File: config.mk
export PLATFORM = sky130hd
export DESIGN_NAME = compare_cmov_flag_unit
export DESIGN_NICKNAME = d
export VERILOG_FILES = /design/src/design/cmpf_pkg.sv /design/src/design/cmpf_exec.sv /design/src/design/compare_cmov_flag_unit.sv
export SDC_FILE = /design/constraint.sdc
export NUM_CORES = 1
export LEC_CHECK = 0
export BUFFER_PORTS_ARGS = -buffer_cell sky130_fd_sc_hd__buf_2
export CAP_MARGIN = 10
export CORE_ASPECT_RATIO = 1.2
export CORE_MARGIN = 5
export CORE_UTILIZATION = 30
export CTS_BUF_LIST = sky130_fd_sc_hd__clkbuf_4 sky130_fd_sc_hd__clkbuf_8
export DETAILED_ROUTE_END_ITERATION = 16
export PLACE_DENSITY = 0.51
export RECOVER_POWER = 50
export SYNTH_ARGS = -nofsm -noshare
export SYNTH_HDL_FRONTEND = slang
export SYNTH_SLANG_ARGS = --single-unit
File: constraint.sdc
create_clock -name clk -period 16.6 [get_ports clk]
set_input_delay 1.66 -clock clk [delete_from_list [all_inputs] [get_ports clk]]
set_output_delay 1.66 -clock clk [all_outputs]
set_load 0.05 [all_outputs]
File: src/design/cmpf_pkg.sv
`default_nettype none
package cmpf_pkg;

  localparam int REG_WIDTH   = 64;
  localparam int DATA_W      = 64;
  localparam int MAX_OP_SIZE = $clog2(REG_WIDTH / 8);

  // Command codes.
  localparam logic [3:0] CMD_CMP     = 4'd0;
  localparam logic [3:0] CMD_CMOV    = 4'd1;
  localparam logic [3:0] CMD_CMPXCHG = 4'd2;
  localparam logic [3:0] CMD_CBW     = 4'd3;
  localparam logic [3:0] CMD_CWD     = 4'd4;
  localparam logic [3:0] CMD_CLC     = 4'd5;
  localparam logic [3:0] CMD_CLD     = 4'd6;
  localparam logic [3:0] CMD_CLI     = 4'd7;
  localparam logic [3:0] CMD_CMC     = 4'd8;

  // Operand size codes.
  localparam logic [1:0] SZ_BYTE  = 2'd0;
  localparam logic [1:0] SZ_WORD  = 2'd1;
  localparam logic [1:0] SZ_DWORD = 2'd2;
  localparam logic [1:0] SZ_QWORD = 2'd3;

  // Flag bit positions.
  localparam int F_CF = 0;
  localparam int F_PF = 1;
  localparam int F_AF = 2;
  localparam int F_ZF = 3;
  localparam int F_SF = 4;
  localparam int F_OF = 5;
  localparam int F_DF = 6;
  localparam int F_IF = 7;

  typedef struct packed {
    logic [3:0]        cmd;
    logic [3:0]        cond;
    logic [1:0]        op_size;
    logic [1:0]        src_width;
    logic [DATA_W-1:0] dest_value;
    logic [DATA_W-1:0] src_value;
    logic [DATA_W-1:0] acc_value;
  } item_t;

  typedef struct packed {
    logic              dest_write;
    logic [DATA_W-1:0] dest_out;
    logic              acc_write;
    logic [DATA_W-1:0] acc_out;
    logic              rdx_write;
    logic [DATA_W-1:0] rdx_out;
    logic [1:0]        write_size;
    logic [7:0]        flags_out;
    logic              error;
  } result_t;

  function automatic logic [DATA_W-1:0] size_mask(input logic [1:0] sz);
    logic [DATA_W-1:0] m;
    unique case (sz)
      SZ_BYTE:  m = {{(DATA_W-8){1'b0}}, {8{1'b1}}};
      SZ_WORD:  m = {{(DATA_W-16){1'b0}}, {16{1'b1}}};
      SZ_DWORD: m = {{(DATA_W-32){1'b0}}, {32{1'b1}}};
      default:  m = {DATA_W{1'b1}};
    endcase
    return m;
  endfunction

  function automatic logic top_bit(input logic [DATA_W-1:0] v, input logic [1:0] sz);
    logic b;
    unique case (sz)
      SZ_BYTE:  b = v[7];
      SZ_WORD:  b = v[15];
      SZ_DWORD: b = v[31];
      default:  b = v[DATA_W-1];
    endcase
    return b;
  endfunction

  // Sign-extends v from size 'from' and truncates to size 'to'.
  function automatic logic [DATA_W-1:0] sext(input logic [DATA_W-1:0] v,
                                             input logic [1:0] from,
                                             input logic [1:0] to);
    logic [DATA_W-1:0] m;
    logic [DATA_W-1:0] r;
    m = size_mask(from);
    r = v & m;
    if (top_bit(v, from)) begin
      r = r | ~m;
    end
    return r & size_mask(to);
  endfunction

endpackage
`default_nettype wire

File: src/design/cmpf_exec.sv
`default_nettype none
module cmpf_exec (
  input  var cmpf_pkg::item_t   item,
  input  var logic [7:0]        flags,
  input  var logic              long_mode,
  output var cmpf_pkg::result_t res,
  output var logic [7:0]        flags_nxt
);
  import cmpf_pkg::*;

  logic              err;
  logic [DATA_W-1:0] m;
  logic [1:0]        ext_from;
  logic [DATA_W-1:0] sub_a;
  logic [DATA_W-1:0] sub_b;
  logic [DATA_W:0]   diff;
  logic [DATA_W-1:0] r;
  logic [7:0]        sub_f;
  logic              cc_t;
  logic              cc_ok;
  logic              eq;
  logic [1:0]        ext_size;

  always_comb begin
    err = 1'b0;
    if (item.cmd > CMD_CMC) begin
      err = 1'b1;
    end
    if (item.cmd <= CMD_CWD && item.op_size > MAX_OP_SIZE[1:0]) begin
      err = 1'b1;
    end
    if ((item.cmd == CMD_CBW || item.cmd == CMD_CWD) && item.op_size == SZ_BYTE) begin
      err = 1'b1;
    end
  end

  assign m        = size_mask(item.op_size);
  assign ext_from = (item.src_width < item.op_size) ? item.src_width : item.op_size;

  // One subtractor serves both cmp (dest - src) and cmpxchg (acc - dest).
  always_comb begin
    if (item.cmd == CMD_CMPXCHG) begin
      sub_a = item.acc_value & m;
      sub_b = item.dest_value & m;
    end else begin
      sub_a = item.dest_value & m;
      sub_b = sext(item.src_value, ext_from, item.op_size);
    end
  end

  assign diff = {1'b0, sub_a} - {1'b0, sub_b};
  assign r    = diff[DATA_W-1:0] & m;
  assign eq   = (sub_a == sub_b);

  always_comb begin
    sub_f       = flags & ((8'd1 << F_DF) | (8'd1 << F_IF));
    sub_f[F_CF] = diff[DATA_W];
    sub_f[F_OF] = top_bit((sub_a ^ sub_b) & (sub_a ^ r), item.op_size);
    sub_f[F_AF] = sub_a[4] ^ sub_b[4] ^ r[4];
    sub_f[F_ZF] = (r == '0);
    sub_f[F_SF] = top_bit(r, item.op_size);
    sub_f[F_PF] = ~^r[7:0];
  end

  always_comb begin
    unique case (item.cond[3:1])
      3'd0:    cc_t = flags[F_OF];
      3'd1:    cc_t = flags[F_CF];
      3'd2:    cc_t = flags[F_ZF];
      3'd3:    cc_t = flags[F_CF] | flags[F_ZF];
      3'd4:    cc_t = flags[F_SF];
      3'd5:    cc_t = flags[F_PF];
      3'd6:    cc_t = flags[F_SF] ^ flags[F_OF];
      default: cc_t = flags[F_ZF] | (flags[F_SF] ^ flags[F_OF]);
    endcase
    cc_ok = item.cond[0] ? ~cc_t : cc_t;
  end

  // In long mode a dword sign extension lands as a full zero-extended qword.
  assign ext_size = (item.op_size == SZ_DWORD && long_mode) ? SZ_QWORD : item.op_size;

  always_comb begin
    res       = '0;
    flags_nxt = flags;
    if (!err) begin
      unique case (item.cmd)
        CMD_CMP: begin
          flags_nxt      = sub_f;
          res.write_size = item.op_size;
        end
        CMD_CMOV: begin
          if (cc_ok) begin
            res.dest_write = 1'b1;
            res.dest_out   = item.src_value & m;
          end
          res.write_size = item.op_size;
        end
        CMD_CMPXCHG: begin
          flags_nxt = sub_f;
          if (eq) begin
            res.dest_write = 1'b1;
            res.dest_out   = item.src_value & m;
          end else begin
            res.acc_write = 1'b1;
            res.acc_out   = item.dest_value & m;
          end
          res.write_size = item.op_size;
        end
        CMD_CBW: begin
          res.acc_write  = 1'b1;
          res.acc_out    = sext(item.acc_value, item.op_size - 2'd1, item.op_size);
          res.write_size = ext_size;
        end
        CMD_CWD: begin
          res.rdx_write  = 1'b1;
          res.rdx_out    = top_bit(item.acc_value, item.op_size) ? m : '0;
          res.write_size = ext_size;
        end
        CMD_CLC: flags_nxt[F_CF] = 1'b0;
        CMD_CLD: flags_nxt[F_DF] = 1'b0;
        CMD_CLI: flags_nxt[F_IF] = 1'b0;
        default: flags_nxt[F_CF] = ~flags[F_CF];
      endcase
    end
    res.flags_out = flags_nxt;
    res.error     = err;
  end

endmodule
`default_nettype wire

File: src/design/compare_cmov_flag_unit.sv
// An accepted input beat loads the input register at the accepting edge; its
// result loads the result register once that register is free or drains.
// Throughput: one instruction per cycle while the consumer keeps out_ready high;
// the flags register is updated as an instruction leaves the input register,
// so the next one sees the new flags.
// Reset (synchronous, rst_n low) clears both valid bits, the flags and long_mode.
`default_nettype none
module compare_cmov_flag_unit (
  input  var logic                      clk,
  input  var logic                      rst_n,
  input  var logic                      cfg_valid,
  output var logic                      cfg_ready,
  input  var logic                      cfg_long_mode,
  input  var logic                      in_valid,
  output var logic                      in_ready,
  input  var logic [3:0]                in_cmd,
  input  var logic [3:0]                in_cond,
  input  var logic [1:0]                in_op_size,
  input  var logic [1:0]                in_src_width,
  input  var logic [cmpf_pkg::DATA_W-1:0] in_dest_value,
  input  var logic [cmpf_pkg::DATA_W-1:0] in_src_value,
  input  var logic [cmpf_pkg::DATA_W-1:0] in_acc_value,
  output var logic                      out_valid,
  input  var logic                      out_ready,
  output var logic                      out_dest_write,
  output var logic [cmpf_pkg::DATA_W-1:0] out_dest_out,
  output var logic                      out_acc_write,
  output var logic [cmpf_pkg::DATA_W-1:0] out_acc_out,
  output var logic                      out_rdx_write,
  output var logic [cmpf_pkg::DATA_W-1:0] out_rdx_out,
  output var logic [1:0]                out_write_size,
  output var logic [7:0]                out_flags_out,
  output var logic                      out_error
);
  import cmpf_pkg::*;

  logic       long_mode_r;
  logic [7:0] flags_r;
  logic [7:0] flags_nxt;
  logic       s1_valid_r;
  item_t      s1_item_r;
  logic       out_valid_r;
  result_t    out_res_r;
  result_t    res_nxt;
  logic       advance;

  assign cfg_ready = 1'b1;

  // The input register moves on whenever the result register is free or drains.
  assign advance  = s1_valid_r && (!out_valid_r || out_ready);
  assign in_ready = !s1_valid_r || advance;

  cmpf_exec u_exec (
    .item      (s1_item_r),
    .flags     (flags_r),
    .long_mode (long_mode_r),
    .res       (res_nxt),
    .flags_nxt (flags_nxt)
  );

  always_ff @(posedge clk) begin
    if (!rst_n) begin
      long_mode_r <= 1'b0;
      flags_r     <= '0;
      s1_valid_r  <= 1'b0;
      out_valid_r <= 1'b0;
    end else begin
      if (cfg_valid) begin
        long_mode_r <= cfg_long_mode;
      end
      if (in_ready) begin
        s1_valid_r <= in_valid;
      end
      if (advance) begin
        flags_r     <= flags_nxt;
        out_valid_r <= 1'b1;
      end else if (out_ready) begin
        out_valid_r <= 1'b0;
      end
    end
  end

  always_ff @(posedge clk) begin
    if (in_valid && in_ready) begin
      s1_item_r <= '{cmd: in_cmd, cond: in_cond, op_size: in_op_size,
                     src_width: in_src_width, dest_value: in_dest_value,
                     src_value: in_src_value, acc_value: in_acc_value};
    end
    if (advance) begin
      out_res_r <= res_nxt;
    end
  end

  assign out_valid      = out_valid_r;
  assign out_dest_write = out_res_r.dest_write;
  assign out_dest_out   = out_res_r.dest_out;
  assign out_acc_write  = out_res_r.acc_write;
  assign out_acc_out    = out_res_r.acc_out;
  assign out_rdx_write  = out_res_r.rdx_write;
  assign out_rdx_out    = out_res_r.rdx_out;
  assign out_write_size = out_res_r.write_size;
  assign out_flags_out  = out_res_r.flags_out;
  assign out_error      = out_res_r.error;

endmodule
`default_nettype wire

* After elaboration in Yosys (flattened, before gate mapping)
Cells that the tools add are included.
** Storage, ports and cells
- Register bits :: 421
- Logic and storage cells :: 141
** Cells by class
- Reductions and logical operators :: 23
- Add/subtract/negate cells :: 2
- Bitwise gates (word level) :: 24
- Magnitude comparators :: 4
- Multiplexer cells :: 48
- Equal/unequal tests :: 20
** Operators with widths (count)
- 2-to-1 mux 64 bit :: 14
- AND 64 bit :: 9
- one-hot mux 64 bit (3 select lines) :: 3
- 2-to-1 mux 65 bit :: 4
- one-hot mux 65 bit (2 select lines) :: 2
- NOT 64 bit :: 2
- OR 64 bit :: 2
- bitwise XOR 64 bit :: 2
- subtractor 64 x 64 -> 65 bit :: 1
- == test 64 bit :: 1
- logical NOT 64 bit :: 1
- one-hot mux 1 bit (3 select lines) :: 6
- == test 4 x 3 -> 1 bit (second input constant) :: 4
- 2-to-1 mux 1 bit :: 13
- == test 3 bit (second input constant) :: 3
- == test 4 x 2 -> 1 bit (second input constant) :: 2
- 2-to-1 mux 8 bit :: 1
- XNOR reduction 8 bit :: 1
- one-hot mux 1 bit (7 select lines) :: 1
- == test 2 x 1 -> 1 bit (second input constant) :: 3
- == test 2 bit (second input constant) :: 3
- == test 3 x 2 -> 1 bit (second input constant) :: 2
- logical NOT 2 bit :: 3
- OR reduction 3 bit :: 2
- other kinds (21) :: 36

* Depth between registers and ports, before layout
- Depth in word-level cells :: 18
- Gate-level depth with buffers :: 26
- Depth with buffers taken out :: 23

* Modules after synthesis
Synthesis repeated with hierarchy kept, for this count alone.
** Second synthesis, totals
- Cells, all modules :: 2090
- Area, all modules :: 22155.0 µm²
** Modules (own cells, without submodules)
- compare_cmov_flag_unit :: seq. area each 12532.0 µm², area an instance 12774.8 µm², cells an instance 459, times used 1
- cmpf_exec :: seq. area each 0.0 µm², area an instance 9380.2 µm², cells an instance 1631, times used 1

* Worst setup path before layout
No wires, ideal clock.
- Path type :: input to register
- Start :: in out_ready
- End :: reg s1_item_r[0] (netlist bit), enable pin
- Data arrival time :: 6.803 ns
- Path slack :: 9.208 ns
- Library setup time :: 0.589 ns
- Cell stages on the path :: 3
- Path buffers :: 0
- Required time :: 16.011 ns
- Path through :: nor2b_1 nand2_1 and2_1
** On the way
- Word-level cells in the longest chain between the ends :: 4
** RTL lines
- start, declared :: line compare_cmov_flag_unit.sv:24 : input var logic out_ready,
- logical OR 1 bit :: line compare_cmov_flag_unit.sv:50 : assign advance = s1_valid_r && (!out_valid_r || out_ready);
- logical AND 1 bit :: line compare_cmov_flag_unit.sv:50
- logical OR 1 bit :: line compare_cmov_flag_unit.sv:51 : assign in_ready = !s1_valid_r || advance;
- named net in_ready :: line compare_cmov_flag_unit.sv:15 : output var logic in_ready,
- logical AND 1 bit :: line compare_cmov_flag_unit.sv:84 : if (in_valid && in_ready) begin
- end signal, assigned :: line compare_cmov_flag_unit.sv:85 : s1_item_r <= '{cmd: in_cmd, cond: in_cond, op_size: in_op_size,
- end, declared :: line compare_cmov_flag_unit.sv:41 : item_t s1_item_r;
The timed path passes the listed nets, and every way through them passes these cells.
A chain may end at the register's enable or synchronous reset.

* Worst setup path in the final report
- Start :: in out_ready
- End :: reg out_res_r (netlist bit out_dest_out[13]), enable pin
** On the way
- Word-level cells in the longest chain between the ends :: 2
** RTL lines
- logical OR 1 bit :: line compare_cmov_flag_unit.sv:50
- logical AND 1 bit :: line compare_cmov_flag_unit.sv:50
- named net advance :: line compare_cmov_flag_unit.sv:45 : logic advance;
- end signal, assigned :: line compare_cmov_flag_unit.sv:90 : out_res_r <= res_nxt;
- end, declared :: line compare_cmov_flag_unit.sv:43 : result_t out_res_r;
The timed path passes the listed nets, and every way through them passes these cells.

==> impl_metrics.tcl <==
set metrics [dict create \
    worstPathMaxFanout 92 \
    status "complete, but fails checks" \
    ys_ff_latch 361 \
    ys_warn_count 0 \
    p_leak_nw 9.01 \
    cts_resized 0 \
    p_int_mw 1.77 \
    synth_cell_types 85 \
    holdBufCountCts 0 \
    num_rows 103 \
    drtIter0Drc 969 \
    yosysSeqAreaShare_pct 53.8 \
    synth_edf_count 350 \
    synth_cells 1976 \
    startpoint_type "input port" \
    synth_most_common_cell "edfxtp_1" \
    area_growth_pct 18.7 \
    drt-vias-per-instance 5.07 \
    ir_drop_v 0.0000526 \
    num-nets-final 2590 \
    io_buffers 417 \
    min-delay-path-class "reg2reg" \
    swShare_pct 32.6 \
    r2r_slack_ns 9.91 \
    gp_congestion 0.886 \
    root_buffer "clkbuf_8" \
    pwr-share-clk_pct 35.4 \
    postCtsSetupBuffers 0 \
    drive_gt1_share_pct 19.8 \
    yosysTopAreaCell "edfxtp_1" \
    period_needed_ns 7.44 \
    tightestPinTransition_ns 4.80 \
    pwr-share-seq_pct 41.7 \
    synthTopCellsByArea "edfxtp_1 53%, nand2_1 5.6%, a21oi_1 5.3%" \
    clock_latency_ns 0.66 \
    synth_common_cells "350 x edfxtp_1, 297 x nand2_1, 211 x a21oi_1" \
    die_height_um 292 \
    fin_crit_sh_pct 44.8 \
    antenna_found_initial 5 \
    clkSinkCount 361 \
    clk_pin_slew_ns 0.05 \
    cts_buffers 68 \
    grt_overflow 0 \
    grt_pass1_wl_um 105000 \
    p_switching_mw 0.857 \
    routed-wl-met3_um 3520 \
    arrival_ns 7.71 \
    rsz0062_at_grt "no" \
    syn_area_sq_mm 0.0199 \
    setup_tns_ns 0 \
    drv_cap 4 \
    first_pass_iters 7 \
    dpl-instance-area_sq_mm 0.0224 \
    die_w_um 245 \
    finalHoldViolations 0 \
    p_per_area_mw_per_mm2 111 \
    fin_area_sq_mm 0.0237 \
    num_vias 16500 \
    grt_max_degree 93 \
    coreArea_sq_mm 0.0659 \
    p_total_mw 2.63 \
    die_area_sq_mm 0.0717 \
    worst_ep_required_time_ns 16.86 \
    antenna_left 0 \
    start_util_pct 30.3 \
    slew_headroom_pct -220 \
    avgSynthCellArea_sq_um 10.1 \
    drc 0 \
    synth.top_cell.area_share_pct 52.7 \
    dr_wl_met2_um 37000 \
    end_kind "register" \
    h-tree-depth 3 \
    cts_tree "built" \
    drt-met1-wl_um 29100 \
    grt_pass1_vias 17100 \
    io-pin-count 419 \
    finalClockSkew_ns 0.0267 \
    routed_wl_um 71200 \
    crit_type "in2reg" \
    setup_violations 0 \
    violations "max-capacitance violations, max-slew violations" \
    yosys_most_used_dff "edfxtp_1" \
    combPwrFrac_pct 22.9 \
    place_hpwl_um 53100 \
    async_reset_ff_share_pct 0 \
    highest_layer "met5" \
    track_usage_pct 19.0 \
    report.final.slew_viol_count 234 \
    syn-num-nets 2264 \
    clock_tree.buffer_depth 3 \
    fmax_mhz 134 \
    wl_per_cell_um 21.9 \
]
## worst paths after layout
path / start / end / cells after the start
worst max-delay path: out_ready / out_dest_out[13]$_SDFFCE_PP0P_ / 5
worst min-delay path: flags_r[7]$_SDFFE_PN0P_ / flags_r[7]$_SDFFE_PN0P_ / 2
worst max register to register: out_valid$_SDFFE_PN0P_ / out_dest_out[13]$_SDFFCE_PP0P_ / 4
worst min register to register: flags_r[7]$_SDFFE_PN0P_ / flags_r[7]$_SDFFE_PN0P_ / 2
## routing by layer
layer,global-route usage (%),vias to the layer above
met5,0,-
met1,23.1,7974
li1,-,7882
met3,2.71,90
met4,5.82,2
met2,34.7,535
## cell families after synthesis
logic type | after synthesis | synth area share, %
and+or+nand+nor | 686 | 15.7
DFF | 361 | 53.8
AOI/OAI and AO/OA | 565 | 16.7
adders and majority gates | 78 | 4.93
muxes | 19 | 0.967
xor gates and xnor gates | 55 | 2.42
buffers and inverters | 211 | 5.40
other | 1 | 0.0188
## state kept, by name, indices dropped and copies added, names as in the netlist, 2 cells and up
| signal | count |
|---|---|
| flags_r | 8 |
| out_acc_out | 64 |
| out_dest_out | 64 |
| out_flags_out | 8 |
| out_rdx_out | 4 |
| out_write_size | 2 |
| s1_item_r | 204 |
## worst max-delay path, cell delays in order
cell        delay, ns
buf_2            0.09
nor2b_1          0.22
nand2b_1         0.40
clkinvlp_2       3.54
buf_4            1.68
## final cells by class
type / count / area, sq um
fillers: 6736 / 42200
flip-flops and latches: 361 / 10700
multi-input cells: 1404 / 8160
repair buffers: 439 / 2100
well taps: 892 / 1120
clock buffers: 86 / 1080
clock inverters: 38 / 350
inverters: 28 / 106
diodes: 3 / 7.51
## per-stage QoR
stage	util [%]	setup slack [ns]	hold WS [ns]	cells
detailed placement	34.0	10.27	0.439	3124
CTS	36.2	10.23	0.448	3248
finish	35.9	9.16	0.447	3251
floorplan	-	9.21	0.424	1976
global route	35.9	8.64	0.475	3251
global placement	34.0	10.29	0.432	3124
## power groups by stage
stage / combinational [mW] / clock (mW) / sequential, mW
after floorplan: 0.374 / 0 / 1.16
after global placement: 0.608 / 0 / 1.11
after detailed placement: 0.605 / 0 / 1.11
after CTS: 0.609 / 0.957 / 1.09
after global routing: 0.653 / 1.00 / 1.10
final: 0.602 / 0.930 / 1.09
## placed cells by master, fill, tap and decap left out, drive strengths merged, types with 13 or more instances in the layout
master,count
a21o,21
a21oi,217
a31oi,49
and2,15
and3,63
buf,321
clkbuf,204
clkinv,25
edfxtp,350
ha,77
inv,31
mux2i,17
nand2,297
nand3,37
nand4,31
nor2,167
nor3,24
o211ai,15
o21a,13
o21ai,171
or3,18
xnor2,30
xor2,25
No activity file was read; power rests on OpenSTA's default activity.
